## src/rtl/bipbuf_pkg.sv

```systemverilog
// Shared types and codes for the bip buffer grant manager.
// Depends on nothing; every other file of the block imports it.
package bipbuf_pkg;

    // Width of lengths, offsets and pointers.
    localparam int unsigned PTR_W = 13;

    // Default upper bound on the usable buffer size.
    localparam int unsigned DEFAULT_MAX_DEPTH = 4096;

    // Reset value of the buffer size register.
    localparam logic [PTR_W-1:0] SIZE_RESET = 13'd4096;

    // Request operation codes.
    localparam logic [2:0] MODE_GRANT_EXACT = 3'd0;
    localparam logic [2:0] MODE_GRANT_MAX   = 3'd1;
    localparam logic [2:0] MODE_COMMIT      = 3'd2;
    localparam logic [2:0] MODE_READ_GRANT  = 3'd3;
    localparam logic [2:0] MODE_RELEASE     = 3'd4;

    // One request on the input channel.
    typedef struct packed {
        logic [2:0]       mode;
        logic [PTR_W-1:0] req_length;
    } req_t;

    // One result on the output channel.
    typedef struct packed {
        logic             ok;
        logic [PTR_W-1:0] region_offset;
        logic [PTR_W-1:0] region_length;
    } rsp_t;

    // Controller states.
    typedef enum logic [1:0] {
        ST_IDLE,
        ST_EXEC,
        ST_HOLD
    } state_t;

    // Commands from the controller to the datapath.
    typedef struct packed {
        logic load_req;
        logic execute;
    } cmd_t;

endpackage

```

## src/rtl/bipbuf_ctrl.sv

```systemverilog
// Handshake controller of the bip buffer grant manager.
// Depends on bipbuf_pkg; drives the command struct of bipbuf_datapath.
module bipbuf_ctrl (
    input  logic               clk,
    input  logic               rst_n,
    input  logic               in_valid,
    output logic               in_ready,
    output logic               out_valid,
    input  logic               out_ready,
    output bipbuf_pkg::cmd_t   cmd
);
    import bipbuf_pkg::*;

    state_t state_reg;
    state_t state_next;
    logic   take;

    // A new request is taken when idle, or when the waiting result leaves.
    assign take = in_valid && in_ready;

    // Next state.
    always_comb
    begin
        state_next = state_reg;
        case (state_reg)
            ST_IDLE:
            begin
                if (take)
                begin
                    state_next = ST_EXEC;
                end
            end
            ST_EXEC:
            begin
                state_next = ST_HOLD;
            end
            ST_HOLD:
            begin
                if (out_ready)
                begin
                    state_next = take ? ST_EXEC : ST_IDLE;
                end
            end
            default:
            begin
                state_next = ST_IDLE;
            end
        endcase
    end

    // Outputs and commands.
    always_comb
    begin
        in_ready     = 1'b0;
        out_valid    = 1'b0;
        cmd.execute  = 1'b0;
        case (state_reg)
            ST_IDLE:
            begin
                in_ready = 1'b1;
            end
            ST_EXEC:
            begin
                cmd.execute = 1'b1;
            end
            ST_HOLD:
            begin
                out_valid = 1'b1;
                in_ready  = out_ready;
            end
            default:
            begin
                in_ready = 1'b0;
            end
        endcase
        cmd.load_req = take;
    end

    // State register.
    always_ff @(posedge clk or negedge rst_n)
    begin
        if (!rst_n)
        begin
            state_reg <= ST_IDLE;
        end
        else
        begin
            state_reg <= state_next;
        end
    end

endmodule

```

## src/rtl/bipbuf_datapath.sv

```systemverilog
// Pointer datapath of the bip buffer grant manager: pointers, flags,
// grant lengths, request and result registers. Depends on bipbuf_pkg.
module bipbuf_datapath #(
    parameter int unsigned MAX_DEPTH = bipbuf_pkg::DEFAULT_MAX_DEPTH
) (
    input  logic                         clk,
    input  logic                         rst_n,
    input  bipbuf_pkg::cmd_t             cmd,
    input  bipbuf_pkg::req_t             in_data,
    input  logic                         cfg_we,
    input  logic [bipbuf_pkg::PTR_W-1:0] cfg_data,
    output bipbuf_pkg::rsp_t             out_data
);
    import bipbuf_pkg::*;

    // Largest size the 13-bit register can express, bounded by MAX_DEPTH.
    localparam int unsigned PTR_MAX = (1 << PTR_W) - 1;
    localparam logic [PTR_W-1:0] CAP =
        PTR_W'((MAX_DEPTH > PTR_MAX) ? PTR_MAX : MAX_DEPTH);

    logic [PTR_W-1:0] size_reg;
    logic [PTR_W-1:0] wpos_reg, wpos_next;
    logic [PTR_W-1:0] rpos_reg, rpos_next;
    logic [PTR_W-1:0] lpos_reg, lpos_next;
    logic [PTR_W-1:0] rsv_reg, rsv_next;
    logic             wbusy_reg, wbusy_next;
    logic             rbusy_reg, rbusy_next;
    logic [PTR_W-1:0] wlen_reg, wlen_next;
    logic [PTR_W-1:0] rlen_reg, rlen_next;
    req_t             req_reg;
    rsp_t             rsp_reg, rsp_next;

    logic [PTR_W-1:0] max_sz;
    logic [PTR_W:0]   wsum;
    logic [PTR_W-1:0] len;
    logic [PTR_W-1:0] remain;
    logic [PTR_W-1:0] tail;
    logic [PTR_W-1:0] head;
    logic [PTR_W-1:0] used_w;
    logic [PTR_W-1:0] gap;
    logic [PTR_W-1:0] new_w;
    logic [PTR_W-1:0] rp_eff;
    logic [PTR_W-1:0] rend;
    logic [PTR_W-1:0] rsz;
    logic [PTR_W-1:0] used_r;
    logic             grant;
    logic [PTR_W-1:0] start;
    logic [PTR_W-1:0] gsz;

    // Size in use, clamped to one and to the capacity bound.
    always_comb
    begin
        if (size_reg == '0)
        begin
            max_sz = PTR_W'(1);
        end
        else if (size_reg > CAP)
        begin
            max_sz = CAP;
        end
        else
        begin
            max_sz = size_reg;
        end
    end

    // Shared arithmetic on the registered pointers.
    always_comb
    begin
        len    = req_reg.req_length;
        wsum   = {1'b0, wpos_reg} + {1'b0, len};
        remain = rpos_reg - wpos_reg - PTR_W'(1);
        tail   = max_sz - wpos_reg;
        head   = rpos_reg - PTR_W'(1);
        used_w = (wlen_reg < len) ? wlen_reg : len;
        gap    = wlen_reg - used_w;
        new_w  = (rsv_reg > gap) ? (rsv_reg - gap) : '0;
        rp_eff = ((rpos_reg == lpos_reg) && (wpos_reg < rpos_reg)) ? '0 : rpos_reg;
        rend   = (wpos_reg < rp_eff) ? lpos_reg : wpos_reg;
        rsz    = (rend > rp_eff) ? (rend - rp_eff) : '0;
        used_r = (rlen_reg < len) ? rlen_reg : len;
    end

    // Write grant decision.
    always_comb
    begin
        grant = 1'b0;
        start = '0;
        gsz   = len;
        if (wpos_reg < rpos_reg)
        begin
            if (req_reg.mode == MODE_GRANT_EXACT)
            begin
                if (wsum < {1'b0, rpos_reg})
                begin
                    start = wpos_reg;
                    grant = 1'b1;
                end
            end
            else if (remain != '0)
            begin
                gsz   = (remain < len) ? remain : len;
                start = wpos_reg;
                grant = 1'b1;
            end
        end
        else if (req_reg.mode == MODE_GRANT_EXACT)
        begin
            if (wsum <= {1'b0, max_sz})
            begin
                start = wpos_reg;
                grant = 1'b1;
            end
            else if (len < rpos_reg)
            begin
                grant = 1'b1;
            end
        end
        else if (wpos_reg < max_sz)
        begin
            gsz   = (tail < len) ? tail : len;
            start = wpos_reg;
            grant = 1'b1;
        end
        else if (rpos_reg > PTR_W'(1))
        begin
            gsz   = (head < len) ? head : len;
            grant = 1'b1;
        end
    end

    // State update and result for the request under execution.
    always_comb
    begin
        wpos_next  = wpos_reg;
        rpos_next  = rpos_reg;
        lpos_next  = lpos_reg;
        rsv_next   = rsv_reg;
        wbusy_next = wbusy_reg;
        rbusy_next = rbusy_reg;
        wlen_next  = wlen_reg;
        rlen_next  = rlen_reg;
        rsp_next   = '0;
        case (req_reg.mode)
            MODE_GRANT_EXACT, MODE_GRANT_MAX:
            begin
                if (!wbusy_reg && grant)
                begin
                    wbusy_next             = 1'b1;
                    rsv_next               = start + gsz;
                    wlen_next              = gsz;
                    rsp_next.ok            = 1'b1;
                    rsp_next.region_offset = start;
                    rsp_next.region_length = gsz;
                end
            end
            MODE_COMMIT:
            begin
                if (wbusy_reg)
                begin
                    // A commit that moves backward marks where the data wraps.
                    if ((new_w < wpos_reg) && (wpos_reg != max_sz))
                    begin
                        lpos_next = wpos_reg;
                    end
                    else if (new_w > lpos_reg)
                    begin
                        lpos_next = max_sz;
                    end
                    wpos_next   = new_w;
                    rsv_next    = new_w;
                    wbusy_next  = 1'b0;
                    wlen_next   = '0;
                    rsp_next.ok = 1'b1;
                end
            end
            MODE_READ_GRANT:
            begin
                if (!rbusy_reg)
                begin
                    // The wrap of the read pointer is kept even with no data.
                    rpos_next = rp_eff;
                    if (rsz != '0)
                    begin
                        rbusy_next             = 1'b1;
                        rlen_next              = rsz;
                        rsp_next.ok            = 1'b1;
                        rsp_next.region_offset = rp_eff;
                        rsp_next.region_length = rsz;
                    end
                end
            end
            MODE_RELEASE:
            begin
                if (rbusy_reg)
                begin
                    rpos_next   = rpos_reg + used_r;
                    rbusy_next  = 1'b0;
                    rlen_next   = '0;
                    rsp_next.ok = 1'b1;
                end
            end
            default:
            begin
                rsp_next = '0;
            end
        endcase
    end

    // Pointer, flag and configuration registers.
    always_ff @(posedge clk or negedge rst_n)
    begin
        if (!rst_n)
        begin
            size_reg  <= SIZE_RESET;
            wpos_reg  <= '0;
            rpos_reg  <= '0;
            lpos_reg  <= '0;
            rsv_reg   <= '0;
            wbusy_reg <= 1'b0;
            rbusy_reg <= 1'b0;
            wlen_reg  <= '0;
            rlen_reg  <= '0;
        end
        else
        begin
            if (cfg_we)
            begin
                size_reg <= cfg_data;
            end
            if (cmd.execute)
            begin
                wpos_reg  <= wpos_next;
                rpos_reg  <= rpos_next;
                lpos_reg  <= lpos_next;
                rsv_reg   <= rsv_next;
                wbusy_reg <= wbusy_next;
                rbusy_reg <= rbusy_next;
                wlen_reg  <= wlen_next;
                rlen_reg  <= rlen_next;
            end
        end
    end

    // Request and result payload registers.
    always_ff @(posedge clk)
    begin
        if (cmd.load_req)
        begin
            req_reg <= in_data;
        end
        if (cmd.execute)
        begin
            rsp_reg <= rsp_next;
        end
    end

    assign out_data = rsp_reg;

endmodule

```

## src/rtl/bip_buffer_grant_manager_top.sv

```systemverilog
// Top level of the bip buffer grant manager.
// Depends on bipbuf_pkg, bipbuf_ctrl and bipbuf_datapath.
//
// Usage:
//   The input channel (in_valid, in_ready, in_data) carries one request:
//   an operation code and a length. The output channel (out_valid,
//   out_ready, out_data) returns exactly one result per request: ok,
//   region offset and region length.
//   A request is registered at acceptance, executed against the pointer
//   registers in the following cycle, and its result is shown from the
//   cycle after that in an output register. out_valid rises when the
//   controller moves from its execute state to its hold state. A new
//   request may be accepted in the same cycle in which the waiting
//   result is taken; the execute state, in which the controller updates
//   the pointers before the next request is read, keeps in_ready low.
//   While the receiver stalls, the result holds and in_ready stays low.
//   Reset clears all pointers, busy flags and grant lengths and sets the
//   buffer size to 4096. cfg_we writes the buffer size; write it only idle.
module bip_buffer_grant_manager_top #(
    parameter int unsigned MAX_DEPTH = bipbuf_pkg::DEFAULT_MAX_DEPTH
) (
    input  logic                         clk,
    input  logic                         rst_n,
    input  logic                         in_valid,
    output logic                         in_ready,
    input  bipbuf_pkg::req_t             in_data,
    output logic                         out_valid,
    input  logic                         out_ready,
    output bipbuf_pkg::rsp_t             out_data,
    input  logic                         cfg_we,
    input  logic [bipbuf_pkg::PTR_W-1:0] cfg_data
);
    import bipbuf_pkg::*;

    cmd_t cmd;

    // Handshake sequencing.
    bipbuf_ctrl u_ctrl (
        .clk       (clk),
        .rst_n     (rst_n),
        .in_valid  (in_valid),
        .in_ready  (in_ready),
        .out_valid (out_valid),
        .out_ready (out_ready),
        .cmd       (cmd)
    );

    // Pointer arithmetic and state.
    bipbuf_datapath #(
        .MAX_DEPTH (MAX_DEPTH)
    ) u_datapath (
        .clk      (clk),
        .rst_n    (rst_n),
        .cmd      (cmd),
        .in_data  (in_data),
        .cfg_we   (cfg_we),
        .cfg_data (cfg_data),
        .out_data (out_data)
    );

endmodule

```

## config.mk

```make
export PLATFORM = sky130hd
export DESIGN_NAME = bip_buffer_grant_manager_top
export DESIGN_NICKNAME = d
export VERILOG_FILES = /design/src/rtl/bipbuf_pkg.sv /design/src/rtl/bipbuf_ctrl.sv /design/src/rtl/bipbuf_datapath.sv /design/src/rtl/bip_buffer_grant_manager_top.sv
export SDC_FILE = /design/constraint.sdc
export NUM_CORES = 1
export LEC_CHECK = 0
export BUFFER_PORTS_ARGS = -buffer_cell sky130_fd_sc_hd__buf_2
export CORE_MARGIN = 2
export CORE_UTILIZATION = 55
export DETAILED_ROUTE_END_ITERATION = 8
export PLACE_DENSITY = 0.73
export SLEW_MARGIN = 20
export SYNTH_ARGS = -nofsm -noshare
export SYNTH_HDL_FRONTEND = slang
export SYNTH_HIERARCHICAL = 1
export SYNTH_SLANG_ARGS = --single-unit
```

## constraint.sdc

```tcl
create_clock -name clk -period 21 [get_ports clk]
set_input_delay 1.05 -clock clk [delete_from_list [all_inputs] [get_ports clk]]
set_output_delay 1.05 -clock clk [all_outputs]
set_load 0.01 [all_outputs]
```

==> run summary <==
Dpl hpwl -> 40.9 mm
Nets -> 2055
Syn nets -> 2016
Async set-or-reset flop fraction in the synthesized netlist -> 68.8%
Compound-Gate Fraction of Synth Area -> 22.3%
Critical Path RT -> 21.36 ns
Max cap viols -> 0
DRC violations left -> 0
Seq/Total Area, Yosys -> 24.8%
Num CTS Buffers -> 17
1st-iter DRT viols -> 1690
Synth Area in XOR/XNOR -> 5.54%
Fraction of the mapped netlist area in simple logic gates -> 16.3%
CTS Hold Bufs -> 0
H-tree depth -> 4
Largest register FFs -> 27
Routed len/inst -> 24.8 µm
CTS root buffer -> clkbuf_16
Critical Path Start -> u_datapath/len[1]
Initial Util -> 55.4%
CP Capture Type -> flip-flop
First-pass GRT wire length -> 79.3 mm
CP max stage cell -> nor3_1
FILL cells -> 2407
Via count -> 14.0k
Adder-cell share of the synthesized area -> 22.0%
Outcome -> finished clean
Port Buffer Count -> 62
# resized after CTS -> 0
Max-slew violations -> 0
Max Fclk -> 0.0984 GHz
Area Growth Syn to Fin -> 8.06%
CTS tree -> built
Synth top area share -> 20.9%
Worst-Margin Slew -> 0.914 ns
Worst R2R Path Depth -> 43
Detail Route Antenna Nets -> 0
DRT Wirelength -> 52.6 mm
GPL Wtd Cong -> 1.03
Final setup TNS -> 0 ns
Synthesized area -> 14800 µm²
Sinks on Clock Net -> 138
Final Setup Violations -> 0
Synth warnings -> 6
Antenna violations before repair -> 0
Post-synthesis mux area share -> 3.94%
Final Hold Viols -> 0
Chip width -> 168 µm
FP Rows -> 60
Synth Instances -> 1726
RSZ-0062 raised after global routing -> false
Bufs on Longest Clock Path -> 2
Most frequent cells after synthesis -> ha_1, nand2_1, a21oi_1
HP Class -> flip-flop to flip-flop
Top cells by area, synth -> ha_1, dfrtp_1, edfxtp_1
Hold Path Stages -> 2
Post-synth top flop -> dfrtp_1
Die Height -> 168 µm
Post-synth cell types -> 83
Clk_skew -> 0.0108 ns
Peak per-stage delay on the critical path -> 0.55 ns
CP arrival -> 10.53 ns
Ports -> 63
Critical path type -> flip-flop to flip-flop
Grt total ovfl -> 0
Final worst-path cycle share -> 48.4%
Most common cell in the netlist -> ha_1
Post-CTS Setup Bufs -> 0
Reg2reg start -> u_datapath/len[1]
Rel. slew slack -> 39.0%
EDFF count, synth -> 43
Via density -> 6.61
Layout cells sized above 1 -> 9.73%
Avg Cell Area, Syn -> 8.58 µm²
Largest family of logic cells by synthesized area -> compound AO/OA/AOI/OAI gates
Tot GR Track Use -> 37.5%
TritonRoute pass-1 iters -> 6
Cell taking the most area after synthesis -> ha_1
Die Area -> 28300 µm²
Seq cells post-synth -> 138
Worst Setup Start Kind -> flip-flop
CTS clock-pin slew for the worst setup and hold paths -> 0.07 ns
Core area -> 26700 µm²
Vias in the first global route -> 13.2k
ANT cells -> 0
Largest net degree at the start of global routing -> 65
Largest driver fanout on the critical path -> 25
Post-route minimum period -> 10.17 ns
Clk Latency, worst-skew pair -> 0.44 ns
Hold_sp -> u_datapath/rsv_reg[10]
-- stage by stage --
stage                     cells  hold slack, ns  utilization (%)  worst slack (ns)  instance area (µm²)
after floorplan            1726           0.452                -             12.35                14800
after global placement     2087           0.479             57.8             11.40                15400
after detailed placement   2087           0.498             57.8             11.12                15400
after CTS                  2119           0.512             59.9             11.01                16000
after global routing       2119           0.531             59.9              10.0                16000
final                      2119           0.508             59.9             10.83                16000
-- final cells by class --
| type | count | area (µm²) | share of cell area, % |
|---|---|---|---|
| clock buffers | 17 | 425 | 2.66 |
| clock inverters | 15 | 141 | 0.883 |
| inverters | 131 | 492 | 3.07 |
| multi-input cells | 1397 | 10400 | 65.0 |
| flip-flops and latches | 138 | 3670 | 22.9 |
| well taps | 341 | 427 | 2.67 |
| repair buffers | 80 | 448 | 2.80 |
-- path summary, 6_finish.rpt --
kind,end,slack (ns)
hold reg to reg,u_datapath/rsv_reg[10],0.51
setup / recovery,u_datapath/lpos_reg[11],10.83
setup reg to reg,u_datapath/lpos_reg[11],10.83
min in group asynchronous,u_datapath/wlen_reg[10],0.57
hold / removal,u_datapath/rsv_reg[10],0.51
max in group asynchronous,u_datapath/wpos_reg[10],19.20
-- worst max-delay path, delay by kind of cell (launching register included) --
kind	cells	cell delay (ns)
flip-flops	1	0.54
XOR/XNOR	1	0.15
multiplexers	1	0.37
buffers and inverters	2	0.54
adder cells (fa/ha/maj)	5	1.67
AO/OA/AOI/OAI	23	3.74
AND/OR/NAND/NOR	11	3.06
-- logic make-up after synthesis --
logic type      count (synthesis)
buf+inv                       191
flops                         138
simple gates                  493
compound gates                501
xor+xnor                       92
mux                            55
fa+ha+maj                     256
-- routing by layer --
metal	GRT usage (%)	vias to the layer above	wire length, µm
li1	-	6386	-
met4	18.6	0	2900
met3	7.10	144	5540
met2	57.0	776	22300
met5	0	-	0
met1	51.2	6701	21900
-- placed cells by master (no fill, tap or decap), types with 7 or more instances in the layout --
cell and count:
clkbuf_16 17, a211oi_1 13, buf_2 61, or3_1 14, nand4_1 26, ha_1 248, nor3_1 26, nand2_1 154
o2bb2ai_1 8, xor2_1 27, nor2_1 118, o21bai_1 14, nand2b_1 29, o22ai_1 22, fa_1 8, a21oi_1 139
o2111ai_1 7, or2_2 12, buf_4 19, inv_1 131, mux2_2 26, xnor2_1 64, and3_1 11, a22o_1 23
nor2b_1 23, o21a_1 20, nor4_1 10, a21o_1 60, mux2i_1 29, nand3_1 34, a22oi_1 7, o21ai_0 98
a31oi_1 11, dfrtp_1 94, and2_1 7, edfxtp_1 43, o211ai_1 9
Power is left out: the tool's default activity adds up to more than one toggle a clock period on the data nets, which glitch-free logic cannot reach.
